File: src/hw/rtl/xme_pkg.sv
// ----------------------------------------------------------------------------
// xme_pkg: shared types and constants of the ModRM instruction encoder
// Byte slots of one encoded instruction, prefix and field codes.
// ----------------------------------------------------------------------------
package xme_pkg;

  localparam int NUM_SLOTS = 13;

  // fixed byte slots; a mask bit marks which ones are sent
  localparam int SLOT_OSZ    = 0;
  localparam int SLOT_REX    = 1;
  localparam int SLOT_OPCODE = 2;
  localparam int SLOT_MODRM  = 3;
  localparam int SLOT_SIB    = 4;
  localparam int SLOT_DISP   = 5;
  localparam int SLOT_IMM    = 9;

  localparam logic [7:0] PREFIX_OSZ = 8'h66;
  localparam logic [7:0] REX_BASE   = 8'h40;

  localparam logic [1:0] MOD_NODISP = 2'd0;
  localparam logic [1:0] MOD_DISP8  = 2'd1;
  localparam logic [1:0] MOD_DISP32 = 2'd2;
  localparam logic [1:0] MOD_REG    = 2'd3;

  localparam logic [2:0] RM_SIB      = 3'd4;
  localparam logic [2:0] RM_BP       = 3'd5;
  localparam logic [2:0] INDEX_NONE  = 3'd4;

  localparam logic [1:0] WIDTH_8  = 2'd0;
  localparam logic [1:0] WIDTH_16 = 2'd1;
  localparam logic [1:0] WIDTH_32 = 2'd2;
  localparam logic [1:0] WIDTH_64 = 2'd3;

  localparam logic [1:0] IMM_NONE = 2'd0;
  localparam logic [1:0] IMM_8    = 2'd1;
  localparam logic [1:0] IMM_32   = 2'd2;
  // unused kind, sends no immediate
  localparam logic [1:0] IMM_RSVD = 2'd3;

  typedef struct packed {
    logic [NUM_SLOTS-1:0]      mask;
    logic [NUM_SLOTS-1:0][7:0] bytes;
  } enc_t;

  typedef struct packed {
    logic full;
    logic empty;
  } q_status_t;

endpackage

File: src/hw/rtl/xme_front.sv
// ----------------------------------------------------------------------------
// xme_front: request intake and classification
// Accepts a request and lays out every byte of its encoding in fixed slots.
// ----------------------------------------------------------------------------
module xme_front import xme_pkg::*; (
  input  logic              start,
  input  q_status_t         q_status,
  input  logic [7:0]        base_opcode,
  input  logic [3:0]        reg_or_subop,
  input  logic              rm_is_register,
  input  logic [3:0]        base_reg,
  input  logic [3:0]        index_reg,
  input  logic [3:0]        scale_factor,
  input  logic signed [31:0] displacement,
  input  logic [1:0]        width_code,
  input  logic [1:0]        imm_kind,
  input  logic [31:0]       immediate,
  output logic              busy,
  output logic              push,
  output enc_t              enc
);

  logic        has_index;
  logic        w64;
  logic        xbit;
  logic        need_rex;
  logic [31:0] disp_biased;
  logic        disp_small;
  logic [1:0]  mod;
  logic [2:0]  rm;
  logic [1:0]  ss;
  logic [2:0]  idx;

  assign busy = q_status.full;
  assign push = start && !q_status.full;

  assign has_index   = !rm_is_register && (scale_factor != 4'd0);
  assign w64         = (width_code == WIDTH_64);
  assign xbit        = has_index && index_reg[3];
  assign need_rex    = w64 || reg_or_subop[3] || xbit || base_reg[3];
  assign disp_biased = $unsigned(displacement) + 32'd128;
  assign disp_small  = (disp_biased[31:8] == 24'd0);
  assign idx         = has_index ? index_reg[2:0] : INDEX_NONE;

  always_comb begin
    if (rm_is_register) begin
      mod = MOD_REG;
    end else if (displacement != 32'sd0 || base_reg[2:0] == RM_BP) begin
      mod = disp_small ? MOD_DISP8 : MOD_DISP32;
    end else begin
      mod = MOD_NODISP;
    end
  end

  always_comb begin
    if (!rm_is_register && has_index) begin
      rm = RM_SIB;
    end else begin
      rm = base_reg[2:0];
    end
  end

  always_comb begin
    ss = 2'd0;
    if (has_index) begin
      case (scale_factor)
        4'd2:    ss = 2'd1;
        4'd4:    ss = 2'd2;
        4'd8:    ss = 2'd3;
        default: ss = 2'd0;
      endcase
    end
  end

  always_comb begin
    enc = '0;
    enc.bytes[SLOT_OSZ]    = PREFIX_OSZ;
    enc.mask[SLOT_OSZ]     = (width_code == WIDTH_16);
    enc.bytes[SLOT_REX]    = REX_BASE | {4'd0, w64, reg_or_subop[3], xbit, base_reg[3]};
    enc.mask[SLOT_REX]     = need_rex;
    enc.bytes[SLOT_OPCODE] = base_opcode | {7'd0, (width_code != WIDTH_8)};
    enc.mask[SLOT_OPCODE]  = 1'b1;
    enc.bytes[SLOT_MODRM]  = {mod, reg_or_subop[2:0], rm};
    enc.mask[SLOT_MODRM]   = 1'b1;
    enc.bytes[SLOT_SIB]    = {ss, idx, base_reg[2:0]};
    enc.mask[SLOT_SIB]     = !rm_is_register && (rm == RM_SIB);
    for (int i = 0; i < 4; i++) begin
      enc.bytes[SLOT_DISP+i] = displacement[8*i +: 8];
      enc.bytes[SLOT_IMM+i]  = immediate[8*i +: 8];
    end
    // disp8 sends the low byte only, disp32 all four
    enc.mask[SLOT_DISP]      = (mod == MOD_DISP8) || (mod == MOD_DISP32);
    enc.mask[SLOT_DISP+1]    = (mod == MOD_DISP32);
    enc.mask[SLOT_DISP+2]    = (mod == MOD_DISP32);
    enc.mask[SLOT_DISP+3]    = (mod == MOD_DISP32);
    enc.mask[SLOT_IMM]       = (imm_kind == IMM_8) || (imm_kind == IMM_32);
    enc.mask[SLOT_IMM+1]     = (imm_kind == IMM_32);
    enc.mask[SLOT_IMM+2]     = (imm_kind == IMM_32);
    enc.mask[SLOT_IMM+3]     = (imm_kind == IMM_32);
  end

endmodule

File: src/hw/rtl/xme_queue.sv
// ----------------------------------------------------------------------------
// xme_queue: request queue between intake and serializer
// Small register FIFO of laid-out encodings; DEPTH from 2 upward.
// ----------------------------------------------------------------------------
module xme_queue import xme_pkg::*; #(
  parameter int DEPTH = 2
) (
  input  logic      clk,
  input  logic      rst,
  input  logic      push,
  input  enc_t      push_data,
  input  logic      pop,
  output enc_t      pop_data,
  output q_status_t status
);

  localparam int PTR_W = $clog2(DEPTH);
  localparam int CNT_W = $clog2(DEPTH + 1);

  enc_t             entries [DEPTH];
  logic [PTR_W-1:0] wptr;
  logic [PTR_W-1:0] rptr;
  logic [CNT_W-1:0] count;

  assign status.full  = (count == CNT_W'(DEPTH));
  assign status.empty = (count == '0);
  assign pop_data     = entries[rptr];

  always_ff @(posedge clk) begin
    if (push) begin
      entries[wptr] <= push_data;
    end
  end

  always_ff @(posedge clk) begin
    if (rst) begin
      wptr  <= '0;
      rptr  <= '0;
      count <= '0;
    end else begin
      if (push) begin
        wptr <= (wptr == PTR_W'(DEPTH - 1)) ? '0 : wptr + 1'b1;
      end
      if (pop) begin
        rptr <= (rptr == PTR_W'(DEPTH - 1)) ? '0 : rptr + 1'b1;
      end
      if (push && !pop) begin
        count <= count + 1'b1;
      end else if (pop && !push) begin
        count <= count - 1'b1;
      end
    end
  end

endmodule

File: src/hw/rtl/xme_back.sv
// ----------------------------------------------------------------------------
// xme_back: byte serializer
// Sends the marked slots of the current encoding, one byte per cycle.
// ----------------------------------------------------------------------------
module xme_back import xme_pkg::*; (
  input  logic       clk,
  input  logic       rst,
  input  q_status_t  q_status,
  input  enc_t       q_data,
  output logic       pop,
  output logic       strobe,
  output logic [7:0] code_byte,
  output logic       last_byte
);

  logic [NUM_SLOTS-1:0]      cur_mask;
  logic [NUM_SLOTS-1:0][7:0] cur_bytes;
  logic                      active;
  logic [NUM_SLOTS-1:0]      lowest;
  logic [NUM_SLOTS-1:0]      rest;
  logic [7:0]                sel_byte;

  assign active = (cur_mask != '0);
  assign lowest = cur_mask & (~cur_mask + 1'b1);
  assign rest   = cur_mask & ~lowest;
  // load the next request as soon as the current one is on its last byte
  assign pop    = !q_status.empty && (!active || rest == '0);

  always_comb begin
    sel_byte = '0;
    for (int i = 0; i < NUM_SLOTS; i++) begin
      sel_byte = sel_byte | ({8{lowest[i]}} & cur_bytes[i]);
    end
  end

  always_ff @(posedge clk) begin
    if (rst) begin
      cur_mask  <= '0;
      strobe    <= 1'b0;
      last_byte <= 1'b0;
    end else begin
      if (pop) begin
        cur_mask <= q_data.mask;
      end else begin
        cur_mask <= rest;
      end
      strobe    <= active;
      last_byte <= active && (rest == '0);
    end
  end

  always_ff @(posedge clk) begin
    if (pop) begin
      cur_bytes <= q_data.bytes;
    end
    code_byte <= sel_byte;
  end

endmodule

File: src/hw/rtl/x86_modrm_instruction_encoder_unit.sv
// When the unit is idle, an accepted request is written into the queue, loaded into
// the serializer and its first byte registered out. The serializer sets throughput: each
// request takes its length, 2 to 13 bytes, one byte per cycle, queued ones with no gap.
// busy rises only while the request queue is full; results cannot be stalled.
// Synchronous reset empties the queue and the serializer and drops strobe.
// ----------------------------------------------------------------------------
// x86_modrm_instruction_encoder_unit: ModRM-form x86-64 instruction encoder
// Intake lays out prefix, REX, opcode, ModRM, SIB, displacement and immediate;
// a queue decouples it from the serializer that sends the bytes.
// ----------------------------------------------------------------------------
module x86_modrm_instruction_encoder_unit import xme_pkg::*; #(
  parameter int QUEUE_DEPTH = 2
) (
  input  logic              clk,
  input  logic              rst,
  input  logic              start,
  output logic              busy,
  input  logic [7:0]        base_opcode,
  input  logic [3:0]        reg_or_subop,
  input  logic              rm_is_register,
  input  logic [3:0]        base_reg,
  input  logic [3:0]        index_reg,
  input  logic [3:0]        scale_factor,
  input  logic signed [31:0] displacement,
  input  logic [1:0]        width_code,
  input  logic [1:0]        imm_kind,
  input  logic [31:0]       immediate,
  output logic              strobe,
  output logic [7:0]        code_byte,
  output logic              last_byte
);

  q_status_t q_status;
  enc_t      push_data;
  enc_t      pop_data;
  logic      push;
  logic      pop;

  xme_front u_front (
    .start          (start),
    .q_status       (q_status),
    .base_opcode    (base_opcode),
    .reg_or_subop   (reg_or_subop),
    .rm_is_register (rm_is_register),
    .base_reg       (base_reg),
    .index_reg      (index_reg),
    .scale_factor   (scale_factor),
    .displacement   (displacement),
    .width_code     (width_code),
    .imm_kind       (imm_kind),
    .immediate      (immediate),
    .busy           (busy),
    .push           (push),
    .enc            (push_data)
  );

  xme_queue #(
    .DEPTH (QUEUE_DEPTH)
  ) u_queue (
    .clk       (clk),
    .rst       (rst),
    .push      (push),
    .push_data (push_data),
    .pop       (pop),
    .pop_data  (pop_data),
    .status    (q_status)
  );

  xme_back u_back (
    .clk       (clk),
    .rst       (rst),
    .q_status  (q_status),
    .q_data    (pop_data),
    .pop       (pop),
    .strobe    (strobe),
    .code_byte (code_byte),
    .last_byte (last_byte)
  );

endmodule

File: config.mk
export PLATFORM = sky130hd
export DESIGN_NAME = x86_modrm_instruction_encoder_unit
export DESIGN_NICKNAME = d
export VERILOG_FILES = /design/src/hw/rtl/xme_pkg.sv /design/src/hw/rtl/xme_front.sv /design/src/hw/rtl/xme_queue.sv /design/src/hw/rtl/xme_back.sv /design/src/hw/rtl/x86_modrm_instruction_encoder_unit.sv
export SDC_FILE = /design/constraint.sdc
export NUM_CORES = 1
export LEC_CHECK = 0
export ABC_AREA = 1
export ABC_CLOCK_PERIOD_IN_PS = 8300
export BUFFER_PORTS_ARGS = -buffer_cell sky130_fd_sc_hd__buf_2
export CORE_ASPECT_RATIO = 0.8
export CORE_MARGIN = 2
export CORE_UTILIZATION = 55
export DETAILED_ROUTE_END_ITERATION = 6
export PLACE_DENSITY_LB_ADDON = 0.2
export SYNTH_ARGS = -nofsm -noshare
export SYNTH_HDL_FRONTEND = slang
export SYNTH_HIERARCHICAL = 1
export SYNTH_SLANG_ARGS = --single-unit
File: constraint.sdc
create_clock -name clk -period 8.3 [get_ports clk]
set_input_delay 0.83 -clock clk [delete_from_list [all_inputs] [get_ports clk]]
set_output_delay 0.83 -clock clk [all_outputs]
set_load 0.01 [all_outputs]
==> implementation parameters <==
Parameter                              Value

Timing
  Post-route setup TNS    0 ps
  Actual transition at the worst max-transition pin    1159 ps
  Maximum clock skew at final layout    between 10 and 15 ps
  Post-layout minimum cycle time    3621 ps
  Final Hold Slack    around 470 ps
  Worst slew margin relative to its limit    22.12%
  Ratio of final minimum period to clock period    a little over two fifths
  Final slew viol count    0
  RSZ-0062 raised after global routing    false
  Final hold violation count    0
  Final setup fails    0
  Highest attainable clock frequency    around 280 MHz

Worst setup path
  Arr. time, crit path    roughly 3800 ps
  Start of the worst register-to-register path    u_back/cur_mask[0]$_SDFF_PP0_
  Sum of buffers and inverters on the critical path    2
  Cell type of the slowest stage on the worst timing path    sky130_fd_sc_hd__buf_4
  Largest stage delay, worst path    between 700 and 800 ps
  Crit. End Element    flop
  Worst EP required    between 8000 and 9000 ps
  Reg-to-reg setup timing slack    around 4700 ps
  CP Cell Sequence    nor2_4 > nand2_4 > o21ai_1 > nand2_1 > nor2_2 > nand3_2 > inv_4 > buf_4
  Kind of cell adding the most delay to the critical path    simple AND/OR/NAND/NOR gates
  Worst Reg2Reg Path Length in Cells    8
  FF-to-FF End    u_back/cur_bytes[101]$_DFFE_PP_
  Worst Path Max Fanout    66
  Worst Setup Start Kind    flop
  Class of the most critical setup path    flop to flop

Floorplan
  Die width    between 150 and 200 um
  Vertical die dimension    155.4 um
  Initial core utilization    a little under three fifths
  Core Region    around 28000 um^2
  Number of placed I/O pins    107
  Die outline area    approximately 30000 um^2
  Placement row count    55

Placement
  Global placement routability congestion    roughly 0.84
  Number of buffers added on ports    roughly 110
  Detailed placer's ending HPWL    roughly 20000 um

Hold path
  Startpoint of the tightest hold check path    u_back/cur_bytes[66]$_DFFE_PP_
  Hold Path Depth    2
  Worst min-delay path class    flop to flop
  WHS Endpoint    u_back/code_byte[2]$_DFF_P_

Pwr
  Power consumption    5.645 mW
  Worst vdd rail ir drop    between 0.15 and 0.2 mV
  Power per Cell Area    between 300 and 400 nW/um^2
  P_leak    ~6.6 nW

Final layout
  Number of diodes added for antenna fixing    0
  Layout Nets    around 1300
  Post-layout util    between 60% and 70%
  Fillers    2200
  Fraction of layout instances using a drive strength above 1    25.46%
  Area grow syn2layout    9.059%

Flow run
  Max-cap check violation count    0

Yosys
  Portion of the post-synthesis area used by sequential elements    67.96%
  Yosys warning count    6
  Library cell with the largest summed area after synthesis    sky130_fd_sc_hd__edfxtp_1
  Async set-reset flop share out of synthesis    0%
  Synthesized instance count    between 1000 and 1500
  Post-synth cell types    49
  Largest cells by area after synthesis    sky130_fd_sc_hd__edfxtp_1, sky130_fd_sc_hd__mux2_2, sky130_fd_sc_hd__nand2_1
  Most numerous cell types in the synthesized netlist    sky130_fd_sc_hd__edfxtp_1, sky130_fd_sc_hd__nand2_1, sky130_fd_sc_hd__buf_4, sky130_fd_sc_hd__inv_1, sky130_fd_sc_hd__nor2_1
  Dominant synthesized flop cell    sky130_fd_sc_hd__edfxtp_1
  Post-Synthesis Mean Instance Area    13.25 um^2
  Post-Synthesis Cell Area    15760 um^2
  Area fraction of the dominant cell type after synthesis    ~64%
  Most repeated cell in the gate-level netlist after synthesis    sky130_fd_sc_hd__edfxtp_1
  Number of flops mapped to enable cells by yosys    about 340
  Post-synthesis sequential element count    between 300 and 400

Global route
  First-pass GRT wire length    roughly 47000 um
  Number of global-route vias before repair    8410
  Total routing usage reported by global routing    20.25%
  Maximum number of pins on one net before global-route repair    ~120
  Initial antenna violation count    0
  Total congestion overflow    0

Detailed routing
  Total Routed Length    roughly 30000 um
  Final routed DRC violation total    0
  Via total after detailed routing    8535
  Number of DRC violations after detailed-routing iteration 0    637
  Number of nets with antenna violations after detailed routing    0
  Uppermost layer routed    met4
  Routed len/inst    about 18 um
  Total length of routed met3 wires    approximately 1400 um
  DR vias/cell    ~5.2
  Wire length the detailed router placed on met1    ~15000 um
  Detailed-routing iteration count for the pre-antenna-repair pass    5
  Met2 routed wirelength    between 10000 and 15000 um

CTS
  Root Driver    sky130_fd_sc_hd__clkbuf_16
  Total clock buffers created by CTS    37
  CTS tree    yes
  Max H-tree Level    2
  Post-CTS clock slew at the launch and capture registers of the worst setup and hold paths    60 ps
  Clock latency of the later-clocked register in the worst-skew pair    slightly above 500 ps
  Clk sink count    366
  CTS Buffer Depth    3
  Hold-fix buffer count after cts    0
  Total setup buffers inserted after CTS    0
  Post-cts repair resize count    0

Run status
  Outcome    completed
## cells by family (layout without fill, tap and decap cells)
kind of cell / Yosys count / count (layout) / synth area share [%]
buffers and inverters: 223 / 279 / 8.083
adders and majority gates: 4 / 4 / 0.3176
muxes: 117 / 117 / 9.075
other: 2 / 14 / 0.04766
and+or+nand+nor: 430 / 430 / 12.43
DFF: 366 / 366 / 67.96
AOI/OAI and AO/OA: 45 / 45 / 1.977
xor gates and xnor gates: 2 / 2 / 0.1112
## layout make-up
| class | instances | area (um^2) | share of cell area [%] |
|---|---|---|---|
| Sequential cell | 366 | 10710 | 62.34 |
| Multi-Input combinational cell | 612 | 3827 | 22.27 |
| Clock inverter | 17 | 202.7 | 1.179 |
| Timing Repair Buffer | 111 | 580.6 | 3.378 |
| Inverter | 103 | 391.6 | 2.279 |
| Clock buffer | 48 | 1007 | 5.861 |
| Tap cell | 370 | 462.9 | 2.694 |
## tightest hold or removal path: cells and delay by family, from the launching register on
| family | cells | cell delay (ps) |
|---|---|---|
| and+or+nand+nor | 1 | 60 |
| AOI/OAI and AO/OA | 1 | 60 |
| DFF | 1 | 320 |
## report_power, final
group / switching, mW / internal, mW / leakage, nW
sequential: 0.180 / 2.64 / 3.38
clock: 0.667 / 0.986 / 0.589
combinational: 0.777 / 0.397 / 2.63
## metrics by stage
step	setup WS [ps]	std cells	area, um^2
finish	4679	1627	17190
global route	4379	1627	17190
CTS	4663	1627	17190
detailed placement	4673	1562	15980
global placement	4796	1562	15980
floorplan	1737	1201	15800
## flip-flops by register name, summed over array words and instances, names as in the netlist, named ones only
signal	flops
u_queue/rptr	1
u_back/cur_mask	13
u_back/cur_bytes	104
u_back/code_byte	8
u_back/strobe	1
u_queue/wptr	1
u_queue/count	2
u_back/last_byte	1
u_queue/entries	234
## worst max path at each step
stage / cells after the start / startpoint / endpoint / slack (ps)
final: 8 / u_back/cur_mask[0]$_SDFF_PP0_ / u_back/cur_bytes[101]$_DFFE_PP_ / 4680
after global routing: 8 / u_back/cur_mask[0]$_SDFF_PP0_ / u_back/cur_bytes[40]$_DFFE_PP_ / 4380
after floorplan: 4 / start / u_queue/entries[0][0]$_DFFE_PP_ / 1740
after detailed placement: 8 / u_back/cur_mask[0]$_SDFF_PP0_ / u_back/cur_bytes[51]$_DFFE_PP_ / 4670
after CTS: 8 / u_back/cur_mask[0]$_SDFF_PP0_ / u_back/cur_bytes[56]$_DFFE_PP_ / 4660
after global placement: 8 / u_back/cur_mask[0]$_SDFF_PP0_ / u_back/cur_bytes[60]$_DFFE_PP_ / 4800
## placed cells by master (no fill, tap or decap), types with 5 or more instances in the layout
| cell type | Yosys | final |
|---|---|---|
| sky130_fd_sc_hd__nand4_1 | 27 | 27 |
| sky130_fd_sc_hd__a21oi_1 | 13 | 13 |
| sky130_fd_sc_hd__inv_1 | 101 | 99 |
| sky130_fd_sc_hd__edfxtp_1 | 338 | 338 |
| sky130_fd_sc_hd__nand3_1 | 40 | 40 |
| sky130_fd_sc_hd__mux2_2 | 87 | 87 |
| sky130_fd_sc_hd__buf_2 | 10 | 106 |
| sky130_fd_sc_hd__nor4_1 | 6 | 6 |
| sky130_fd_sc_hd__nor2_1 | 92 | 91 |
| sky130_fd_sc_hd__nor2_2 | 6 | 6 |
| sky130_fd_sc_hd__clkinv_1 | 0 | 5 |
| sky130_fd_sc_hd__conb_1 | 2 | 14 |
| sky130_fd_sc_hd__nor2_4 | 8 | 9 |
| sky130_fd_sc_hd__a211oi_1 | 7 | 7 |
| sky130_fd_sc_hd__nand2_1 | 220 | 220 |
| sky130_fd_sc_hd__nand2_2 | 6 | 6 |
| sky130_fd_sc_hd__mux2_4 | 30 | 30 |
| sky130_fd_sc_hd__dfxtp_1 | 28 | 27 |
| sky130_fd_sc_hd__clkbuf_1 | 2 | 7 |
| sky130_fd_sc_hd__clkbuf_16 | 0 | 37 |
| sky130_fd_sc_hd__nor3_1 | 7 | 7 |
## routing by layer
metal  track usage, %  up-vias
met5                0        -
met4            4.980        0
met3            2.905       37
met2            30.90      194
met1            30.92     4181
li1                 -     4123
(Power assumes the default switching activity.)
